### src/rtl/sfe_pkg.sv
// shared types, constants and crc helper for the stuffed frame encoder
// no dependencies
`timescale 1ns / 1ps

package sfe_pkg;

  localparam logic [7:0] FrmStart = 8'hAA;
  localparam logic [7:0] FrmEnd = 8'hCC;
  localparam logic [7:0] FrmEsc = 8'hEE;
  localparam logic [7:0] FrmEscStart = 8'h0A;
  localparam logic [7:0] FrmEscEnd = 8'h0C;
  localparam logic [7:0] FrmEscEsc = 8'h0E;
  localparam logic [15:0] CrcInit = 16'hFFFF;
  localparam logic [15:0] CrcPoly = 16'h8408;

  // one classified request handed from front to back
  typedef struct packed {
    logic       has_start;
    logic       is_esc;
    logic [7:0] byte0;
    logic [7:0] byte1;
    logic       last;
  } desc_t;

  function automatic logic [15:0] crc_feed(input logic [15:0] crc, input logic [7:0] b);
    logic [15:0] c;
    c = crc ^ {8'h00, b};
    for (int k = 0; k < 8; k++) begin
      if (c[0]) begin
        c = (c >> 1) ^ CrcPoly;
      end else begin
        c = c >> 1;
      end
    end
    return c;
  endfunction

endpackage

### src/rtl/sfe_front.sv
// front end: accepts payload bytes, tracks frame open state, classifies escapes
// depends on sfe_pkg
`timescale 1ns / 1ps

module sfe_front import sfe_pkg::*; (
  input  logic       clk_i,
  input  logic       rst_ni,
  input  logic       in_valid_i,
  output logic       in_ready_o,
  input  logic [7:0] payload_byte_i,
  input  logic       frame_last_i,
  input  logic       q_full_i,
  output logic       q_push_o,
  output desc_t      q_desc_o
);

  logic open_q, open_d;

  assign in_ready_o = !q_full_i;
  assign q_push_o   = in_valid_i && !q_full_i;

  always_comb begin
    q_desc_o.has_start = !open_q;
    q_desc_o.last      = frame_last_i;
    q_desc_o.is_esc    = 1'b1;
    q_desc_o.byte0     = FrmEsc;
    unique case (payload_byte_i)
      FrmStart: q_desc_o.byte1 = FrmEscStart;
      FrmEnd:   q_desc_o.byte1 = FrmEscEnd;
      FrmEsc:   q_desc_o.byte1 = FrmEscEsc;
      default: begin
        q_desc_o.is_esc = 1'b0;
        q_desc_o.byte0  = payload_byte_i;
        q_desc_o.byte1  = payload_byte_i;
      end
    endcase
  end

  always_comb begin
    open_d = open_q;
    if (q_push_o) begin
      open_d = !frame_last_i;
    end
  end

  always_ff @(posedge clk_i or negedge rst_ni) begin
    if (!rst_ni) begin
      open_q <= 1'b0;
    end else begin
      open_q <= open_d;
    end
  end

endmodule

### src/rtl/sfe_fifo.sv
// two-entry request queue between front and back
// depends on sfe_pkg
`timescale 1ns / 1ps

module sfe_fifo import sfe_pkg::*; (
  input  logic  clk_i,
  input  logic  rst_ni,
  input  logic  push_i,
  input  desc_t push_desc_i,
  output logic  full_o,
  input  logic  pop_i,
  output logic  head_valid_o,
  output desc_t head_desc_o
);

  desc_t       mem_q [2];
  logic        wr_ptr_q, wr_ptr_d;
  logic        rd_ptr_q, rd_ptr_d;
  logic [1:0]  count_q, count_d;

  assign full_o       = (count_q == 2'd2);
  assign head_valid_o = (count_q != 2'd0);
  assign head_desc_o  = mem_q[rd_ptr_q];

  always_comb begin
    wr_ptr_d = wr_ptr_q;
    rd_ptr_d = rd_ptr_q;
    count_d  = count_q;
    if (push_i) begin
      wr_ptr_d = !wr_ptr_q;
    end
    if (pop_i) begin
      rd_ptr_d = !rd_ptr_q;
    end
    if (push_i && !pop_i) begin
      count_d = count_q + 2'd1;
    end else if (!push_i && pop_i) begin
      count_d = count_q - 2'd1;
    end
  end

  always_ff @(posedge clk_i) begin
    if (push_i) begin
      mem_q[wr_ptr_q] <= push_desc_i;
    end
  end

  always_ff @(posedge clk_i or negedge rst_ni) begin
    if (!rst_ni) begin
      wr_ptr_q <= 1'b0;
      rd_ptr_q <= 1'b0;
      count_q  <= 2'd0;
    end else begin
      wr_ptr_q <= wr_ptr_d;
      rd_ptr_q <= rd_ptr_d;
      count_q  <= count_d;
    end
  end

endmodule

### src/rtl/sfe_back.sv
// back end: walks each request byte by byte, keeps the running crc, drives output register
// depends on sfe_pkg
`timescale 1ns / 1ps

module sfe_back import sfe_pkg::*; (
  input  logic       clk_i,
  input  logic       rst_ni,
  input  logic       head_valid_i,
  input  desc_t      head_desc_i,
  output logic       pop_o,
  output logic       out_valid_o,
  input  logic       out_ready_i,
  output logic [7:0] line_byte_o,
  output logic       run_last_o,
  output logic       frame_done_o
);

  typedef enum logic [2:0] {
    S_BEGIN,
    S_C0,
    S_C1,
    S_END,
    S_LO,
    S_HI
  } step_e;

  step_e       step_q, step_d;
  logic [15:0] crc_q, crc_d;
  logic        out_valid_q, out_valid_d;
  logic [7:0]  byte_q, byte_d;
  logic        run_last_q, run_last_d;
  logic        done_q, done_d;

  logic        advance;
  logic        hashed;
  logic        item_done;
  logic        is_first;
  logic [7:0]  emit_byte;
  logic [15:0] crc_base;

  assign advance = head_valid_i && (!out_valid_q || out_ready_i);
  assign pop_o   = advance && item_done;

  always_comb begin
    emit_byte = head_desc_i.byte0;
    hashed    = 1'b1;
    item_done = 1'b0;
    is_first  = 1'b0;
    step_d    = step_q;
    done_d    = 1'b0;
    unique case (step_q)
      S_BEGIN, S_C0: begin
        if (step_q == S_BEGIN && head_desc_i.has_start) begin
          emit_byte = FrmStart;
          is_first  = 1'b1;
          step_d    = S_C0;
        end else if (head_desc_i.is_esc) begin
          step_d = S_C1;
        end else if (head_desc_i.last) begin
          step_d = S_END;
        end else begin
          item_done = 1'b1;
          step_d    = S_BEGIN;
        end
      end
      S_C1: begin
        emit_byte = head_desc_i.byte1;
        if (head_desc_i.last) begin
          step_d = S_END;
        end else begin
          item_done = 1'b1;
          step_d    = S_BEGIN;
        end
      end
      S_END: begin
        emit_byte = FrmEnd;
        step_d    = S_LO;
      end
      S_LO: begin
        emit_byte = crc_q[7:0];
        hashed    = 1'b0;
        step_d    = S_HI;
      end
      S_HI: begin
        emit_byte = crc_q[15:8];
        hashed    = 1'b0;
        item_done = 1'b1;
        done_d    = 1'b1;
        step_d    = S_BEGIN;
      end
      default: begin
        step_d = S_BEGIN;
      end
    endcase
  end

  // a new frame restarts the crc at the start byte
  assign crc_base = is_first ? CrcInit : crc_q;

  always_comb begin
    crc_d       = crc_q;
    out_valid_d = out_valid_q && !out_ready_i;
    byte_d      = byte_q;
    run_last_d  = run_last_q;
    if (advance) begin
      out_valid_d = 1'b1;
      byte_d      = emit_byte;
      run_last_d  = item_done;
      if (hashed) begin
        crc_d = crc_feed(crc_base, emit_byte);
      end else if (done_d) begin
        crc_d = CrcInit;
      end
    end
  end

  always_ff @(posedge clk_i or negedge rst_ni) begin
    if (!rst_ni) begin
      step_q      <= S_BEGIN;
      crc_q       <= CrcInit;
      out_valid_q <= 1'b0;
      byte_q      <= 8'h00;
      run_last_q  <= 1'b0;
      done_q      <= 1'b0;
    end else begin
      crc_q       <= crc_d;
      out_valid_q <= out_valid_d;
      if (advance) begin
        step_q     <= step_d;
        byte_q     <= byte_d;
        run_last_q <= run_last_d;
        done_q     <= done_d;
      end
    end
  end

  assign out_valid_o  = out_valid_q;
  assign line_byte_o  = byte_q;
  assign run_last_o   = run_last_q;
  assign frame_done_o = done_q;

endmodule

### src/rtl/stuffed_frame_encoder_crc16_top.sv
// byte stuffing framer with crc-16, low crc byte first after the end byte
// an accepted request is written into the queue, then its first line byte into the output register
// throughput: one line byte per cycle while the output is ready, set by the back end
// sequencer; a request makes one to six line bytes, so plain mid-frame bytes flow at one per cycle
// reset: asynchronous active low, clears frame state, queue and output register
// depends on sfe_pkg, sfe_front, sfe_fifo, sfe_back
`timescale 1ns / 1ps

module stuffed_frame_encoder_crc16_top import sfe_pkg::*; (
  input  logic       clk_i,
  input  logic       rst_ni,
  input  logic       in_valid_i,
  output logic       in_ready_o,
  input  logic [7:0] payload_byte_i,
  input  logic       frame_last_i,
  output logic       out_valid_o,
  input  logic       out_ready_i,
  output logic [7:0] line_byte_o,
  output logic       run_last_o,
  output logic       frame_done_o
);

  logic  q_full;
  logic  q_push;
  desc_t q_desc;
  logic  q_pop;
  logic  head_valid;
  desc_t head_desc;

  sfe_front u_front (
    .clk_i          (clk_i),
    .rst_ni         (rst_ni),
    .in_valid_i     (in_valid_i),
    .in_ready_o     (in_ready_o),
    .payload_byte_i (payload_byte_i),
    .frame_last_i   (frame_last_i),
    .q_full_i       (q_full),
    .q_push_o       (q_push),
    .q_desc_o       (q_desc)
  );

  sfe_fifo u_fifo (
    .clk_i        (clk_i),
    .rst_ni       (rst_ni),
    .push_i       (q_push),
    .push_desc_i  (q_desc),
    .full_o       (q_full),
    .pop_i        (q_pop),
    .head_valid_o (head_valid),
    .head_desc_o  (head_desc)
  );

  sfe_back u_back (
    .clk_i        (clk_i),
    .rst_ni       (rst_ni),
    .head_valid_i (head_valid),
    .head_desc_i  (head_desc),
    .pop_o        (q_pop),
    .out_valid_o  (out_valid_o),
    .out_ready_i  (out_ready_i),
    .line_byte_o  (line_byte_o),
    .run_last_o   (run_last_o),
    .frame_done_o (frame_done_o)
  );

endmodule

### config.mk
export PLATFORM = sky130hd
export DESIGN_NAME = stuffed_frame_encoder_crc16_top
export DESIGN_NICKNAME = d
export VERILOG_FILES = /design/src/rtl/sfe_pkg.sv /design/src/rtl/sfe_front.sv /design/src/rtl/sfe_fifo.sv /design/src/rtl/sfe_back.sv /design/src/rtl/stuffed_frame_encoder_crc16_top.sv
export SDC_FILE = /design/constraint.sdc
export NUM_CORES = 1
export LEC_CHECK = 0
export BUFFER_PORTS_ARGS = -buffer_cell sky130_fd_sc_hd__buf_2
export CORE_ASPECT_RATIO = 1.1
export CORE_MARGIN = 4
export CORE_UTILIZATION = 65
export CTS_BUF_LIST = sky130_fd_sc_hd__clkbuf_8
export CTS_CLUSTER_SIZE = 8
export DETAILED_ROUTE_END_ITERATION = 12
export PLACE_DENSITY = 0.95
export SYNTH_ARGS = -nofsm -noshare
export SYNTH_HDL_FRONTEND = slang
export SYNTH_SLANG_ARGS = --single-unit
### constraint.sdc
create_clock -name clk_i -period 7 [get_ports clk_i]
set_clock_uncertainty 0.1 [all_clocks]
set_input_delay 0.7 -clock clk_i [delete_from_list [all_inputs] [get_ports clk_i]]
set_output_delay 0.7 -clock clk_i [all_outputs]
set_load 0.005 [all_outputs]
Word-level counts from Yosys, hierarchy flattened
Memories as Yosys holds them, arrays and structs flattened.
Cells that the tools add are included.
{"block": "classes", "add_sub_neg": 2, "eq_ne": 10, "muxes": 45, "bitwise_logic": 9, "reduce_logical": 24}
{"operator": "$mux W16", "count": 25}
{"operator": "$pmux W8 S5", "count": 1}
{"operator": "$eq A8 B8 Y1 const B", "count": 3}
{"operator": "$not A2 Y3", "count": 8}
{"operator": "$pmux W8 S3", "count": 1}
{"operator": "$xor A16 B8 Y16", "count": 1}
{"operator": "$pmux W3 S4", "count": 1}
{"operator": "$logic_not A1 Y1", "count": 9}
{"operator": "$mux W1", "count": 9}
{"operator": "$mux W9", "count": 1}
{"operator": "$mux W8", "count": 1}
{"operator": "$logic_and A1 B1 Y1", "count": 7}
{"operator": "$eq A3 B2 Y1 const B", "count": 2}
{"operator": "$eq A3 B3 Y1 const B", "count": 2}
{"operator": "$mux W2", "count": 3}
{"operator": "$mux W3", "count": 2}
{"operator": "$reduce_bool A2 Y1", "count": 2}
{"operator": "$reduce_or A2 Y1", "count": 2}
{"operator": "$eq A3 B1 Y1 const B", "count": 1}
{"operator": "$logic_not A3 Y1", "count": 1}
{"operator": "$pmux W1 S3", "count": 1}
{"operator": "$reduce_or A3 Y1", "count": 1}
{"operator": "$add A2 B1 Y2 const B", "count": 1}
{"operator": "$eq A2 B2 Y1 const B", "count": 1}
{"operator": "other kinds (4)", "count": 4}
{"block": "totals", "reg_bits": 35, "ram_bits": 38, "input_bits": 13, "out_inout_bits": 12, "elab_cells": 101, "mem_count": 1}
{"name": "u_fifo.mem_q", "words": 2, "word_bits": 19, "rd": 1, "rd_clocked_by_memory_dff": 0, "write_ports": 1, "line_no": "sfe_fifo.sv:16", "source": "desc_t mem_q [2];"}

Longest topological paths before layout
Gate-level depths: netlist (run 1).
{"block": "logic_depth", "word_depth": 37, "depth_mapped": 12, "depth_no_buf": 9}

Cells and area by module
Synthesis (run 1) repeated with hierarchy kept, for this count alone.
{"block": "hier_totals", "cells_unflattened": 334, "area_unflattened_um2": 3871.2}
{"mod": "sfe_back", "n_inst": 1, "cells_each": 223, "area_per_inst_um2": 2004.4, "seq_area_each_um2": 770.7}
{"mod": "sfe_fifo", "n_inst": 1, "cells_each": 75, "area_per_inst_um2": 1640.3, "seq_area_each_um2": 1241.2}
{"mod": "sfe_front", "n_inst": 1, "cells_each": 36, "area_per_inst_um2": 226.5, "seq_area_each_um2": 25.0}

Worst setup path after synthesis (run 1)
OpenSTA, ideal clock, no wires.
{"block": "synth_path", "path_type": "register to register", "from": "register u_back.step_q[1]", "to": "register u_fifo.count_q[1]", "setup_ps": 125, "arrival_ps": 2234, "required_ps": 6775, "path_slack_ps": 4541, "path_stages_with_launch": 13, "path_buffers": 3, "synth_period_minus_slack_ps": 2459, "path_cell_list": "dfrtp_1 buf_2 nor3_1 and2_1 buf_2 buf_2 o31ai_1 a32o_1 nand2_1 ha_1 xor2_1 nor2_1 xor2_1"}
{"block": "synth_via", "elab_chain_len": 8, "elab_cells_between_ends": 14, "classes_between": "eq/ne (3); mux (3); reduce/logical (8)"}
{"element": "from (decl)", "line_no": "sfe_back.sv:27", "source": "step_e step_q, step_d;"}
{"element": "from (signal assigned)", "line_no": "sfe_back.sv:129", "source": "step_q <= step_d;"}
{"element": "$logic_not A3 Y1", "line_no": "sfe_back.sv:51, sfe_back.sv:53"}
{"element": "$logic_and A1 B1 Y1", "line_no": "sfe_back.sv:53", "source": "if (step_q == S_BEGIN && head_desc_i.has_start) begin"}
{"element": "$mux W1", "line_no": "sfe_back.sv:53"}
{"element": "$pmux W1 S3 *", "line_no": "sfe_back.sv:51", "source": "unique case (step_q)"}
{"element": "$logic_and A1 B1 Y1 *", "line_no": "sfe_back.sv:42", "source": "assign pop_o = advance && item_done;"}
{"element": "$logic_not A1 Y1", "line_no": "sfe_fifo.sv:35", "source": "if (push_i && !pop_i) begin"}
{"element": "$logic_and A1 B1 Y1", "line_no": "sfe_fifo.sv:35"}
{"element": "$mux W2 or $reduce_bool A2 Y1 (tied branches)"}
{"element": "to (signal assigned)", "line_no": "sfe_fifo.sv:56", "source": "count_q <= count_d;"}
{"element": "to (decl)", "line_no": "sfe_fifo.sv:19", "source": "logic [1:0] count_q, count_d;"}
Mark *: on every way between the ends. The rest lies on a longest branch, timed or not.
A chain may end at the register's enable or synchronous reset.

Worst setup path after layout (run 1)
{"block": "layout_path", "from": "register u_fifo.rd_ptr_q", "to": "register u_fifo.count_q[1]"}
{"block": "layout_via", "elab_chain_len": 9, "elab_cells_between_ends": 12, "classes_between": "mux (5); reduce/logical (6); memory (1)"}
{"element": "from (decl)", "line_no": "sfe_fifo.sv:18", "source": "logic rd_ptr_q, rd_ptr_d;"}
{"element": "from (signal assigned)", "line_no": "sfe_fifo.sv:55", "source": "rd_ptr_q <= rd_ptr_d;"}
{"element": "$mem_v2 Z2 W19 *"}
{"element": "$mux W1", "line_no": "sfe_back.sv:59, sfe_back.sv:68"}
{"element": "$mux W1", "line_no": "sfe_back.sv:57", "source": "end else if (head_desc_i.is_esc) begin"}
{"element": "$mux W1", "line_no": "sfe_back.sv:53"}
{"element": "$pmux W1 S3 *", "line_no": "sfe_back.sv:51"}
{"element": "$logic_and A1 B1 Y1 *", "line_no": "sfe_back.sv:42"}
{"element": "$logic_not A1 Y1", "line_no": "sfe_fifo.sv:35"}
{"element": "$logic_and A1 B1 Y1", "line_no": "sfe_fifo.sv:35"}
{"element": "$mux W2 or $reduce_bool A2 Y1 (tied branches)"}
Marked as above.

==> results of run 1 <==
cells in the final DEF, fill, tap and decap left out, types with 10 or more instances in the layout:
| cell type | Yosys | layout |
|---|---|---|
| edfxtp_1 | 38 | 38 |
| o21ai_0 | 13 | 13 |
| inv_1 | 9 | 10 |
| buf_2 | 5 | 24 |
| mux2i_1 | 19 | 19 |
| dfrtp_1 | 19 | 19 |
| a21oi_1 | 22 | 22 |
| nor2_1 | 38 | 38 |
| nand2_1 | 27 | 27 |
| clkbuf_8 | 0 | 10 |
| xnor2_1 | 15 | 15 |
| dfstp_2 | 16 | 16 |
logic make-up (layout without fill, tap and decap cells):
| logic type | after synthesis | count (layout) | synth area share |
|---|---|---|---|
| adder cells (fa/ha/maj) | 1 | 1 | 0.00312 |
| XOR/XNOR | 24 | 24 | 0.0661 |
| flip-flops | 73 | 73 | 0.507 |
| AO/OA/AOI/OAI | 92 | 92 | 0.173 |
| AND/OR/NAND/NOR | 106 | 106 | 0.127 |
| buffers and inverters | 35 | 52 | 0.0421 |
| multiplexers | 30 | 30 | 0.0816 |
worst min path at each step:
stage / from / to / slack [ns] / depth (start not counted)
floorplan: rst_ni / u_back.frame_done_o$_DFFE_PN0P_ / 0.30 / 0
detailed placement: u_back.line_byte_o[3]$_DFFE_PN0P_ / u_back.line_byte_o[3]$_DFFE_PN0P_ / 0.35 / 2
CTS: rst_ni / u_back.line_byte_o[1]$_DFFE_PN0P_ / 0.35 / 1
finish: rst_ni / u_back.line_byte_o[4]$_DFFE_PN0P_ / 0.33 / 1
global placement: u_back.line_byte_o[3]$_DFFE_PN0P_ / u_back.line_byte_o[3]$_DFFE_PN0P_ / 0.35 / 2
global route: rst_ni / u_back.line_byte_o[1]$_DFFE_PN0P_ / 0.38 / 1
cell type report:
| cell class | instances | area (µm²) |
|---|---|---|
| fill | 404 | 1560 |
| multi-input combinational | 253 | 1810 |
| inverter | 9 | 33.8 |
| clock buffer | 10 | 138 |
| clock inverter | 6 | 60.1 |
| timing repair buffer | 27 | 143 |
| sequential | 73 | 2040 |
| tap | 77 | 96.3 |
flip-flops by register name, summed over array words and instances (netlist names):
signal,flops
u_fifo.mem_q,38
u_fifo.count_q,2
u_back.out_valid_o,1
u_back.run_last_o,1
u_back.crc_q,16
u_back.line_byte_o,8
u_back.step_q,3
u_fifo.wr_ptr_q,1
u_front.open_q,1
u_fifo.rd_ptr_q,1
u_back.frame_done_o,1
routing by layer:
metal  up-vias  wire (µm)  GRT usage
met3        37        586     0.0666
li1       1343          -          -
met2       140       4270      0.392
met4         0        273      0.110
met5         -          0          0
met1      1420       3420      0.311
through the flow:
step            util  setup slack [ns]  cell area [µm²]  std cells  hold WS [ns]
2_1_floorplan      -              4.54             4020        361         0.304
3_3_place_gp   0.701              3.79             4120        439         0.348
3_5_place_dp   0.701              3.68             4120        439         0.351
4_1_cts        0.734              3.67             4320        455         0.350
5_1_grt        0.734              3.43             4320        455         0.381
6_report       0.734              3.62             4320        455         0.330
worst max-delay path: cells and delay by family, from the launching register on:
family / cells / cell delay (ns)
compound gates: 2 / 0.40
xor+xnor: 2 / 0.30
fa+ha+maj: 1 / 0.19
flops: 1 / 1.01
mux: 1 / 0.37
simple gates: 3 / 0.89
==> metrics.cfg, run 1 <==
[synthesis]
ys_top_cells_by_area = edfxtp_1, dfrtp_1, dfstp_2, mux2i_1, nor2_1
yosysSeqAreaShare = 0.507
syn_area_mm2 = 0.00402
yosysTopAreaCell = edfxtp_1
synth_top_cell_area_share = 0.284
synthArstFlopShare = 0.479
synth-warning-count = 0
netlist-cell-type-count = 65
synth-seq-cells = 73
synth_top_flop_cell = edfxtp_1
synth_edf_count = 38
syn_avg_cell_area_um2 = 11.1
synth_fp_nets = 375
synthCells = 361
synthTopCellsByCount = edfxtp_1, nor2_1, nand2_1

[setup_path]
r2r_start = u_fifo.rd_ptr_q$_DFFE_PN0P_
worst-path-max-fanout = 22
path_common_cell = xor2_1
cp_slowest_cell = dfrtp_1
start_kind = register
crit_arrival_ns = 3.52
startpoint = u_fifo.rd_ptr_q$_DFFE_PN0P_
slowest_delay_ns = 1.01
endpoint_kind = register
reg2reg_depth = 9
path_cells = mux2_4, and2_1, o31ai_1, a32o_1, nand2_1, ha_1, xor2_1, nor2_1, xor2_1
crit_type = reg -> reg
reg2reg_slack_ns = 3.62
required_ns = 7.14
r2r-end = u_fifo.count_q[1]$_DFFE_PN0P_
cp-endpoint = u_fifo.count_q[1]$_DFFE_PN0P_

[detailed_routing]
drc = 0
via_per_inst = 6.46
vias = 2940
firstDrtPassIters = 5
antenna_left = 0
drt-initial-drc-count = 456
wl_per_cell_um = 18.8
routed_wl_um = 8540

[timing]
slew_violations = 0
period_share = 0.483
setup_viol = 0
tightestPinTransition_ns = 1.15
hold_violations = 0
slew_headroom = 0.235
period_minus_slack_ns = 3.38
fin_tns_setup_ns = 0
fmax_mhz = 296
rsz0062_at_grt = no

[global_routing]
grt_start_max_net_pins = 39
antenna_found_initial = 0
grt_pass1_vias = 2922
grt_overflow = 0
grt_pass1_wl_um = 14500
grt_usage = 0.245

[final_layout]
n_antenna_cell = 0
area_growth_pct = 7.51
fin_nets = 387
layout-drive-gt1-share = 0.212

[cts]
clock_sinks = 73
clkSlewWorstSetupHoldPaths_ns = 0.07
post_cts_buffers = 0
cts.path.max_buffers = 2
clk_latency_ns = 0.36
cts_root_buffer = clkbuf_8
cts-resized-gates = 0
hold_buffers = 0
cts_tree = done
numCtsBuffers = 9
cts-htree-levels = 3

[floorplan]
core_area_mm2 = 0.00588
die_h_um = 90.4
rows = 29
ios = 25
initial_utilization = 0.683
dieWidth_um = 82.9
die-area_mm2 = 0.00750

[placed_design]
gp_congestion = 0.863
dp.final_hpwl_um = 5820
io_buffers = 24

[min_path]
hold_path.class = in -> async

[outcome]
status = finished clean

[flow_run]
maxCapViolCount = 0

Power of run 1 is left out: the tool's default activity adds up to more than one toggle a clock period on the data nets, which glitch-free logic cannot reach.
==> inputs of run 2 (changes only) <==
- CORE_UTILIZATION: 65 -> 57
- PLACE_DENSITY: 0.95 -> 0.9
- clock period: 7 -> 2.71 ns (I/O delays scaled with it)
==> run 2 against run 1 <==
  * Critical endpoint is now u_back.crc_q[9]$_DFFE_PN1P_
  * Utilization shrank 6.9 points
  * First-iteration DRC count fell by 22%
  * Critical path depth is 2 lower
  * Critical path type unchanged
  * Maximum frequency is 32% higher
  * Final cell count increased by 5.9%
==> metrics.cfg, run 2 (synthesized netlist as in run 1, its figures left out) <==
[outcome]
status = finished clean

[final_layout]
largest_reg_flops = 38  ; unchanged
n_antenna_cell = 0  ; unchanged
fillers = 495  ; +23%
register_area_mm2 = 0.00204  ; unchanged
multi_input_area_mm2 = 0.00181  ; about the same
final_cell_mix = nor2_1, edfxtp_1, nand2_1
fin_nets = 409  ; +5.7%
area_growth_pct = 11.2
regMostFlops = u_fifo.mem_q
layout-drive-gt1-share = 0.255  ; +0.0434

[cts]
post_cts_buffers = 0  ; unchanged
clock_sinks = 73  ; unchanged
cts-htree-levels = 3  ; unchanged
numCtsBuffers = 9  ; unchanged
cts_root_buffer = clkbuf_8
cts_tree = done
clk_latency_ns = 0.35  ; about the same
cts.path.max_buffers = 2  ; unchanged
clkSlewWorstSetupHoldPaths_ns = 0.08  ; about the same

[timing]
tightestPinTransition_ns = 0.913  ; -0.234 ns
finalWorstSetupSlack_ns = 0.146  ; -3.47 ns
setup_viol = 0  ; unchanged
fmax_mhz = 390  ; +32%
hold_violations = 0  ; unchanged
period_minus_slack_ns = 2.56  ; -0.819 ns
fin_tns_setup_ns = 0  ; unchanged
slew_headroom = 0.391  ; +0.156
slew_violations = 0  ; unchanged
period_share = 0.946  ; +0.463
rsz0062_at_grt = no

[placed_design]
dp.final_hpwl_um = 6380  ; +9.7%
io_buffers = 24  ; unchanged
gp_congestion = 0.972  ; +13%
post-place-ws_ns = 0.174  ; -3.51 ns

[global_routing]
grt_usage = 0.233  ; -0.0121
grt_pass1_vias = 2958  ; +1.2%
grt_overflow = 0  ; unchanged
grt_pass1_wl_um = 14700  ; +1.2%
antenna_found_initial = 0  ; unchanged
grt_start_max_net_pins = 36  ; -7.7%

[setup_path]
crit_type = reg -> reg
required_ns = 2.85  ; -4.29 ns
worst-path-max-fanout = 12  ; -45%
endpoint_kind = register
start_kind = register
crit_arrival_ns = 2.71  ; -0.81 ns

[power]
p_per_area_mw_per_mm2 = 1550
ir_drop_uv = 1250
leakage_nw = 1.84

[detailed_routing]
via_per_inst = 6.20  ; -4.1%
wl_per_cell_um = 18.4  ; -1.9%
vias = 2986  ; +1.6%
routed_wl_um = 8880  ; +3.9%
drc = 0  ; unchanged
firstDrtPassIters = 5  ; unchanged
antenna_left = 0  ; unchanged
drt-initial-drc-count = 355  ; -22%

[floorplan]
dieWidth_um = 88.0  ; +6.1%
core_area_mm2 = 0.00671  ; +14%
die_h_um = 96.0  ; +6.2%
ios = 25  ; unchanged
rows = 31  ; +6.9%
initial_utilization = 0.598  ; -0.0847
die-area_mm2 = 0.00845  ; +13%

[flow_run]
maxCapViolCount = 0  ; unchanged

[min_path]
hold_path.class = in -> reg

-- run 2: layout make-up --
type	instances	share of cell area
Inverter	9	0.00756
Tap cell	82	0.0230
Clock buffer	9	0.0277
Sequential cell	73	0.456
Clock inverter	7	0.0109
Multi-Input combinational cell	253	0.405
Timing Repair Buffer	49	0.0695
-- run 2: worst max-delay path, stage by stage, from the launching register on --
cell and delay [ns]:
dfrtp_1 0.39, buf_4 0.26, mux2_2 0.39, o21ai_0 0.29
o2111ai_1 0.25, and4_1 0.29, o2111a_1 0.23, a211oi_1 0.27
-- run 2: metal layers --
layer  track usage  up-vias  part of all wire
li1              -     1391                 -
met1         0.293     1421              0.41
met2         0.381      143              0.49
met3        0.0445       31             0.069
met4         0.121        0             0.032
met5             0        -                 0
-- run 2: power breakdown --
part           internal, W  total, W  switching (W)  leakage, nW
Clock             0.000331  0.000749       0.000418       0.0943
Combinational      0.00196   0.00415        0.00218        0.991
Sequential         0.00171   0.00205       0.000341        0.754
-- run 2: worst paths after layout --
kind | from | endpoint | slack (ns) | cells past startpoint
max | u_fifo.rd_ptr_q$_DFFE_PN0P_ | u_back.crc_q[9]$_DFFE_PN1P_ | 0.15 | 7
max in group asynchronous | rst_ni | u_back.step_q[0]$_DFFE_PN0P_ | 1.59 | 2
max reg2reg | u_fifo.rd_ptr_q$_DFFE_PN0P_ | u_back.crc_q[9]$_DFFE_PN1P_ | 0.15 | 7
min reg2reg | u_back.line_byte_o[7]$_DFFE_PN0P_ | u_back.line_byte_o[7]$_DFFE_PN0P_ | 0.37 | 2
min | frame_last_i | u_fifo.mem_q[1][0]$_DFFE_PP_ | 0.02 | 1
min in group asynchronous | rst_ni | u_back.line_byte_o[1]$_DFFE_PN0P_ | 0.43 | 2
-- run 2: repair_timing --
action	CTS	global route
endpoints found under the setup margin	0	7
hold endpoints to repair	19	0
hold buffers	1	0
resized for setup	0	1
-- run 2: per-stage QoR --
stage	area (µm²)	cells	total power, W	utilization	hold slack [ns]
floorplan	4020	361	0.00513	-	-0.125
global placement	4280	465	0.00596	0.638	0.277
detailed placement	4280	465	0.00612	0.638	0.289
CTS	4470	482	0.00690	0.665	0.0149
global route	4470	482	0.00744	0.666	0.00826
finish	4470	482	0.00694	0.666	0.0228
Power figures use the tool's default switching activity.
==> inputs of run 3 (changes only) <==
- CELL_PAD_IN_SITES_DETAIL_PLACEMENT: not set -> 2
- CELL_PAD_IN_SITES_GLOBAL_PLACEMENT: not set -> 2
- CORE_UTILIZATION: 57 -> 38
- PLACE_DENSITY: 0.9 -> 0.89
==> run 3 against run 2 <==
  * First-iteration DRC count fell by 41%
  * Die area rose by 45%
  * Worst hold slack got worse by 0.0022 ns
  * Routed wire length rose by 43%
  * Critical path depth did not move
  * Non-clock buffer count did not move
  * Design area rose by 2.4%
  * Via count rose by 3.4%
  * Setup slack got worse by 0.034 ns
  * Utilization fell by 22 points
  * Final cell count rose by 13%
  * Register-to-register slack got worse by 0.03 ns
  * Critical endpoint is now u_back.crc_q[1]$_DFFE_PN1P_
==> metrics.cfg, run 3 (synthesized netlist as in run 1, its figures left out) <==
[outcome]
status = finished clean

[min_path]
hold-path-cell-count = 1  ; unchanged
hold_path.class = in -> reg

[timing]
slew_violations = 0  ; unchanged
slew_headroom = 0.438  ; +0.0463
hold_violations = 0  ; unchanged
period_minus_slack_ns = 2.60  ; +0.0339 ns
period_share = 0.958  ; +0.0125
tightestPinTransition_ns = 0.844  ; -0.0694 ns
whs_ns = 0.0206  ; -0.00220 ns
fmax_mhz = 385  ; -1.3%
setup_viol = 0  ; unchanged

[global_routing]
grt_overflow = 0  ; unchanged
antenna_found_initial = 0  ; unchanged
grt_usage = 0.213  ; -0.0197
grt_pass1_wl_um = 19800  ; +34%
grt_start_max_net_pins = 36  ; unchanged
grt_pass1_vias = 3543  ; +20%

[floorplan]
die_h_um = 116  ; +21%
rows = 39  ; +26%
die-area_mm2 = 0.0123  ; +45%
dieWidth_um = 106  ; +20%
initial_utilization = 0.388  ; -0.210
core_area_mm2 = 0.0103  ; +54%
ios = 25  ; unchanged

[detailed_routing]
antenna_left = 0  ; unchanged
vias = 3089  ; +3.4%
wl_per_cell_um = 23.4  ; +27%
via_per_inst = 5.69  ; -8.2%
routed_wl_um = 12700  ; +43%
firstDrtPassIters = 4  ; -1
drc = 0  ; unchanged
drt-initial-drc-count = 211  ; -41%

[placed_design]
io_buffers = 24  ; unchanged
dp.final_hpwl_um = 8540  ; +34%
dp.cells = 526  ; +13%
gp_congestion = 0.844  ; -13%

[cts]
clk_latency_ns = 0.37  ; +0.02 ns
numCtsBuffers = 9  ; unchanged
cts_tree = done
clkSlewWorstSetupHoldPaths_ns = 0.09  ; about the same
cts.path.max_buffers = 2  ; unchanged
post_cts_buffers = 0  ; unchanged
clock_sinks = 73  ; unchanged
cts-htree-levels = 3  ; unchanged
cts_root_buffer = clkbuf_8

[setup_path]
worst-path-max-fanout = 12  ; unchanged
path_cells = buf_4, nor2_1, a211oi_2, a211oi_1, or4b_4, o2111a_1, a211oi_2
endpoint_kind = register
cp_slowest_cell = dfrtp_1
start_kind = register
reg2reg_depth = 7  ; unchanged
crit_type = reg -> reg
path_common_cell = a211oi_2
crit_arrival_ns = 2.80  ; +0.09 ns
slowest_delay_ns = 0.60  ; +0.21 ns
required_ns = 2.91  ; +0.06 ns

[final_layout]
area_growth_pct = 13.9
layout-drive-gt1-share = 0.273  ; +0.0175
final_cell_mix = nor2_1, edfxtp_1, nand2_1
regMostFlops = u_fifo.mem_q
fin_nets = 409  ; unchanged
n_antenna_cell = 0  ; unchanged
layout.cells.non_filler = 543  ; +13%
largest_reg_flops = 38  ; unchanged

[flow_run]
maxCapViolCount = 0  ; unchanged

-- run 3: cell count changes in the layout (fill, tap and decap cells not counted), moves of 2 or more --
| cell | change |
|---|---|
| clkinv_4 | -3 |
| inv_6 | +3 |
| mux2i_1 | -2 |
| mux2i_2 | +2 |
| o21ai_0 | -2 |
| o21ai_1 | +2 |
-- run 3: worst paths after layout --
path,slack [ns],to,start
max,0.11,u_back.crc_q[1]$_DFFE_PN1P_,u_back.step_q[1]$_DFFE_PN0P_
min,0.02,u_fifo.mem_q[0][16]$_DFFE_PP_,payload_byte_i[7]
max reg2reg,0.11,u_back.crc_q[1]$_DFFE_PN1P_,u_back.step_q[1]$_DFFE_PN0P_
min reg2reg,0.38,u_back.line_byte_o[1]$_DFFE_PN0P_,u_back.line_byte_o[1]$_DFFE_PN0P_
max in group asynchronous,1.49,u_back.step_q[2]$_DFFE_PN0P_,rst_ni
min in group asynchronous,0.44,u_back.line_byte_o[1]$_DFFE_PN0P_,rst_ni
-- run 3: routing by layer --
layer  wire (µm)  up-vias  part of all wire  global-route usage
met5           0        -                 0                   0
met4         586        0             0.046               0.140
met3         403       35             0.032              0.0345
met2        6730       72              0.53               0.374
met1        5010     1595              0.39               0.242
li1            -     1387                 -                   -
-- run 3: what timing repair did --
item                                    CTS  global route
hold buffers                              1             0
endpoints found under the hold margin    19             0
resized for setup                         0             9
endpoints found under the setup margin    0             5
-- run 3: final cells by class --
class / count / area [µm²]
Clock buffer: 9 / 124
Clock inverter: 7 / 52.6
Fill cell: 1098 / 5770
Inverter: 9 / 33.8
Multi-Input combinational cell: 253 / 1830
Sequential cell: 73 / 2040
Tap cell: 143 / 179
Timing Repair Buffer: 49 / 310
-- run 3: worst max-delay path: cells and delay by family (launching register included) --
family                 cells  cell delay [ns]
flip-flops                 1             0.60
AND/OR/NAND/NOR            2             0.67
AO/OA/AOI/OAI              4             0.89
buffers and inverters      1             0.27
-- run 3: stage by stage --
stage | TNS, ns | area (µm²) | utilization | worst slack (ns)
5_1_grt | -0.000731 | 4570 | 0.442 | -0.000731
3_5_place_dp | 0 | 4360 | 0.421 | 0.154
4_1_cts | 0 | 4550 | 0.439 | 0.0806
6_report | 0 | 4570 | 0.442 | 0.113
3_3_place_gp | 0 | 4360 | 0.421 | 0.273
2_1_floorplan | 0 | 4020 | - | 0.251
Power of run 3 is left out for the same reason.
